File: config.mk
export PLATFORM = sky130hd
export DESIGN_NAME = pbp_put_decode
export DESIGN_NICKNAME = d
export VERILOG_FILES = /design/src/hdl/pbp_pkg.sv /design/src/hdl/pbp_put_decode.sv
export SDC_FILE = /design/constraint.sdc
export NUM_CORES = 1
export LEC_CHECK = 0
export ABC_AREA = 1
export BUFFER_PORTS_ARGS = -buffer_cell sky130_fd_sc_hd__buf_2
export CELL_PAD_IN_SITES_DETAIL_PLACEMENT = 1
export CELL_PAD_IN_SITES_GLOBAL_PLACEMENT = 2
export CORE_MARGIN = 4
export CORE_UTILIZATION = 16
export DETAILED_ROUTE_END_ITERATION = 10
export PLACE_DENSITY = 0.95
export SYNTH_ARGS = -nofsm -noshare
export SYNTH_HDL_FRONTEND = slang
export SYNTH_SLANG_ARGS = --single-unit
File: constraint.sdc
create_clock -name vclk -period 0.8
set_input_delay 0 -clock vclk [all_inputs]
set_output_delay 0 -clock vclk [all_outputs]
set_load 0.005 [all_outputs]
File: src/hdl/pbp_pkg.sv
`timescale 1ns / 1ps
package pbp_pkg;

    // Result status codes
    typedef enum logic [1:0] {
        ST_OK    = 2'd0,
        ST_SHORT = 2'd1,
        ST_RANGE = 2'd2,
        ST_FULL  = 2'd3
    } t_status;

    // Request function codes
    localparam logic FUNC_GET = 1'b0;
    localparam logic FUNC_PUT = 1'b1;

    // Configuration register indexes
    localparam logic CFG_PARTS = 1'b0;
    localparam logic CFG_BUFS  = 1'b1;

    localparam int COUNT_W    = 7;
    localparam int BUFNUM_W   = 11;
    localparam int FREE_W     = 12;
    localparam int CFG_DATA_W = 9;

    typedef struct packed {
        logic                func;
        logic [COUNT_W-1:0]  count;
        logic [BUFNUM_W-1:0] buffer_number;
    } t_in_req;

    typedef struct packed {
        t_status             status;
        logic [BUFNUM_W-1:0] granted_buffer;
        logic [FREE_W-1:0]   free_total;
        logic                last;
    } t_out_req;

endpackage

File: src/hdl/pbp_put_decode.sv
`timescale 1ns / 1ps
module pbp_put_decode
    import pbp_pkg::*;
#(
    parameter int MAX_PARTITIONS = 8,
    parameter int MAX_BUFFERS    = 256,
    parameter int PW             = 3,
    parameter int LW             = 8,
    parameter int CW             = 4,
    parameter int BW             = 9
) (
    input  logic [BUFNUM_W-1:0] i_buffer_number,
    input  logic [CW-1:0]       i_piu,
    input  logic [BW-1:0]       i_bpp,
    output logic                o_hit,
    output logic [PW-1:0]       o_part,
    output logic [LW-1:0]       o_local
);

    logic found;
    int   bn;

    // Window match per partition, then one subtract for the local index
    always_comb begin
        bn     = int'(i_buffer_number);
        found  = 1'b0;
        o_part = '0;
        for (int p = 0; p < MAX_PARTITIONS; p++) begin
            if (bn >= p * MAX_BUFFERS && bn < (p + 1) * MAX_BUFFERS) begin
                found  = 1'b1;
                o_part = PW'(p);
            end
        end
        o_local = LW'(bn - int'(o_part) * MAX_BUFFERS);
        o_hit   = found && (CW'(o_part) < i_piu) && (BW'(o_local) < i_bpp);
    end

endmodule
* Word level (Yosys, flattened, before mapping)
Cells that the tools add are included.
** Word-level totals
- Bits in latches :: 0
- Logic and storage cells :: 40
- Memory bits (writable) :: 0
- Bits of input ports :: 24
- Memories :: 0
- Bits in registers :: 0
- Bits in read-only memories :: 0
- Output and inout port bits :: 12
** Cells by class
- $mul :: 0
- Magnitude comparators :: 16
- Shift operators :: 0
- Eq/ne operators :: 0
- Muxes and demuxes :: 15
- Add/sub/neg operators :: 1
- Reduce and logical (&&, ||, !) cells :: 8
- Div/mod/pow operators :: 0
- Bitwise logic cells :: 0
** Operator list (number)
- $ge 11x11->1 const B :: 4
- $lt 11x11->1 const B :: 4
- $ge 11x10->1 const B :: 2
- $lt 11x10->1 const B :: 2
- $mux 3 :: 5
- $ge 11x9->1 const B :: 1
- $lt 11x9->1 const B :: 1
- $lt 8x9->1 :: 1
- $mux 1 :: 9
- $logic_and 1x1->1 :: 8
- $sub 8x1->8 const B :: 1
- $lt 3x4->1 :: 1
- $mux 2 :: 1

* Longest topological paths before layout
- Depth after elaboration :: 12
- Depth in mapped cells :: 9

* Worst setup path after synthesis
Ideal clock, no wire load.
- Kind :: input -> output
- Start point :: input i_bpp[4]
- End point :: output o_hit
- Slack :: 97 ps
- Cell stages on the path :: 9
- Data required time :: 800 ps
- Buffers on the path :: 0
- Data arrival time :: 703 ps
- Cell sequence :: inv_1 -> ha_1 -> nand2_1 -> inv_1 -> nand2_1 -> nand2_1 -> nand2_1 -> nand3_1 -> nor2_1
** Between the ends
- Word-level cells in the longest chain between the ends :: 2
** RTL lines
- start, declared :: line pbp_put_decode.sv:14 : input logic [BW-1:0] i_bpp,
- $lt 8x9->1 :: line pbp_put_decode.sv:35 : o_hit = found && (CW'(o_part) < i_piu) && (BW'(o_local) < i_bpp);
- $logic_and 1x1->1 :: line pbp_put_decode.sv:35
- end, declared :: line pbp_put_decode.sv:15 : output logic o_hit,
Every way passes these cells.

* Final worst setup path
- Start point :: input i_buffer_number[4]
- End point :: output o_hit
** Between the ends
- Word-level cells in the longest chain between the ends :: 12
- Elaborated cells between the ends (all ways) :: 40
- Those cells by class :: 1 x add/sub; 16 x order compare; 15 x mux; 8 x reduce/logical
** RTL lines
- start, declared :: line pbp_put_decode.sv:12 : input logic [BUFNUM_W-1:0] i_buffer_number,
- $ge 11x9->1 or $lt 11x10->1 (tied branches) :: line pbp_put_decode.sv:29 : if (bn >= p * MAX_BUFFERS && bn < (p + 1) * MAX_BUFFERS) begin
- $logic_and 1x1->1 :: line pbp_put_decode.sv:29
- $mux 1 :: line pbp_put_decode.sv:29
- $mux 2 :: line pbp_put_decode.sv:29
- $mux 3 (5 in a row) :: line pbp_put_decode.sv:29
- $lt 3x4->1 :: line pbp_put_decode.sv:35
- $logic_and 1x1->1 :: line pbp_put_decode.sv:35
- $logic_and 1x1->1 (*) :: line pbp_put_decode.sv:35
Every way passes the cells marked *; elsewhere a longest branch is shown, timed or not.

==> flow_summary_export.csv <==
group,metric,value,unit
run_status,violations,"negative setup slack",
setup_path,cp_max_fo,2,
layout,seq_cells,0,
layout,fin_nets,123,
pwr,ir_drop,0.135,mV
place,place_area,502,sq um
place,place.gp.congestion,0.751,
sta,finalSetupTns,-82.0,ps
layout,final_cells,115,
synth,syn-num-nets,96,
drt,ant_nets,0,
sta,slew_headroom,90.4,%
synth,synth_area_leaders,"ha_1 31%, inv_1 18%, buf_4 17%",
layout,layout_commonest_cell,"buf_2",
pwr,p_per_area,480,nW/um^2
setup_path,path_common_cell,"nand2_1",
drt,drcViolationCount,0,
sta,hold_viol,0,
setup_path,critPathLaunch,"i_buffer_number[4]",
die,die_h,55.4,um
setup_path,endpoint_kind,"primary output",
layout,area_growth_syn_to_layout,86.8,%
sta,worst_pin_slew,143,ps
global_route,grt-ovfl-total,0,
die,die_area,3070,sq um
sta,fin_crit_sh,110,%
layout,n_antenna_cell,0,
synth,synth_top_area_share,31.4,%
setup_path,crit_family,"simple AND/OR/NAND/NOR gates",
place,io_buffers,36,
hold_path,hold_path.startpoint,"i_buffer_number[2]",
global_route,grt_pass1_wl,1860,um
setup_path,path_class,"in2out",
setup_path,crit_buf_inv,3,
clock_network,post-cts-setup-buffers,0,
synth,syn_avg_cell_area,5.70,sq um
hold_path,min_delay_path_depth,2,
synth,ys_seq_area_share,0,%
layout,layout_common_cells,"28 x buf_2, 13 x nand2_1, 12 x inv_1",
place,dp_hpwl,939,um
run_status,status,"complete, but fails checks",
die,core,2040,sq um
drt,detail_route.wl_per_cell,9.80,um
die,die_w,55.4,um
pwr,p_leak,0.373,nW
sta,setup_viol,1,
layout,layout-drive-gt1-share,64.8,%
synth,synth.cell_area,359,sq um
sta,drv_slew,0,
drt,drt-pass1-iter-count,2,
setup_path,critPathArrivalTime,880,ps
place,place_inst,115,
setup_path,critPathRequiredTime,800,ps
layout,clock_buffers,0,
drt,viasPerCell,3.71,
drt,via_count,427,
synth,synth.distinct_cells,10,
sta,setup_ws,-82.0,ps
setup_path,path_cells,"buf_6 -> ha_4 -> nand2_2 -> inv_1 -> nand2_1 -> nand2_1 -> nand2_1 -> nand3_2 -> nor2_1 -> buf_2",
die,rows,16,
layout,register_area,0,sq um
sta,min_period,882,ps
synth,yosys_warnings,0,
job,max-cap-violations,0,
sta,rsz0062_at_grt,"true",
setup_path,worstSetupStartpointType,"input port",
global_route,antenna_found_initial,0,
global_route,track_usage,7.02,%
global_route,grt_pass1_vias,443,
setup_path,cp.depth,10,
die,start_util,17.6,%
hold_path,hold_end,"o_local[2]",
hold_path,hold_class,"in2out",
setup_path,critical_path.max_stage_delay,240,ps
die,ios,36,
setup_path,critPathSlowestCell,"ha_4",
global_route,grt_start_max_net_pins,3,
synth,synth_top_area_cell,"ha_1",
drt,routed_wl,1130,um
drt,drt_iter0_drc,3,
pwr,p_total,0.322,mW
synth,synthCells,63,
layout,stdcell_area,671,sq um
layout,utilization,32.8,%
sta,fmax,1130,MHz
-- where the power goes --
part,internal (mW),switching (mW)
sequential,0,0
clock,0,0
combinational,0.176,0.146
total,0.176,0.146
-- routing by layer --
layer / routed length (um) / vias up / global-route usage (%)
met5: 0 / - / 0
met4: 0 / 0 / 0
met3: 115 / 0 / 1.86
met2: 618 / 24 / 14.9
met1: 393 / 177 / 7.01
li1: - / 226 / -
-- cell type report --
cell class | instances | area (sq um)
multi-input combinational | 35 | 343
tap | 27 | 33.8
timing repair buffer | 36 | 223
fill | 264 | 1370
inverter | 17 | 71.3
-- synthesized netlist by cell type (all sizes together) --
library cell	count
inv	17
nand2	16
ha	9
buf	8
nor2	4
clkbuf	3
a21oi	2
nand3	2
a21boi	1
o21ai	1
-- what timing repair did --
action / in CTS / in global routing
resized for setup: 23 / 10
hold buffers: 0 / 0
setup endpoints to repair: 1 / 1
pin swaps: 13 / 9
-- per-stage QoR --
step	setup WS (ps)	hold WS, ps
CTS	-101	178
floorplan	96.7	79.4
detailed placement	-159	185
finish	-82.0	179
global placement	-156	184
global route	-136	188
-- worst max path at each step --
stage / slack (ps) / to
2_1_floorplan: 100 / o_hit
3_3_place_gp: -160 / o_hit
3_5_place_dp: -160 / o_hit
4_1_cts: -100 / o_hit
5_1_grt: -140 / o_hit
6_report: -80 / o_hit
-- cells by family after synthesis --
logic type,synth area share [%]
compound gates,7.32
fa+ha+maj,31.4
buf+inv,37.6
simple gates,23.7
No activity file was read; power rests on OpenSTA's default activity.
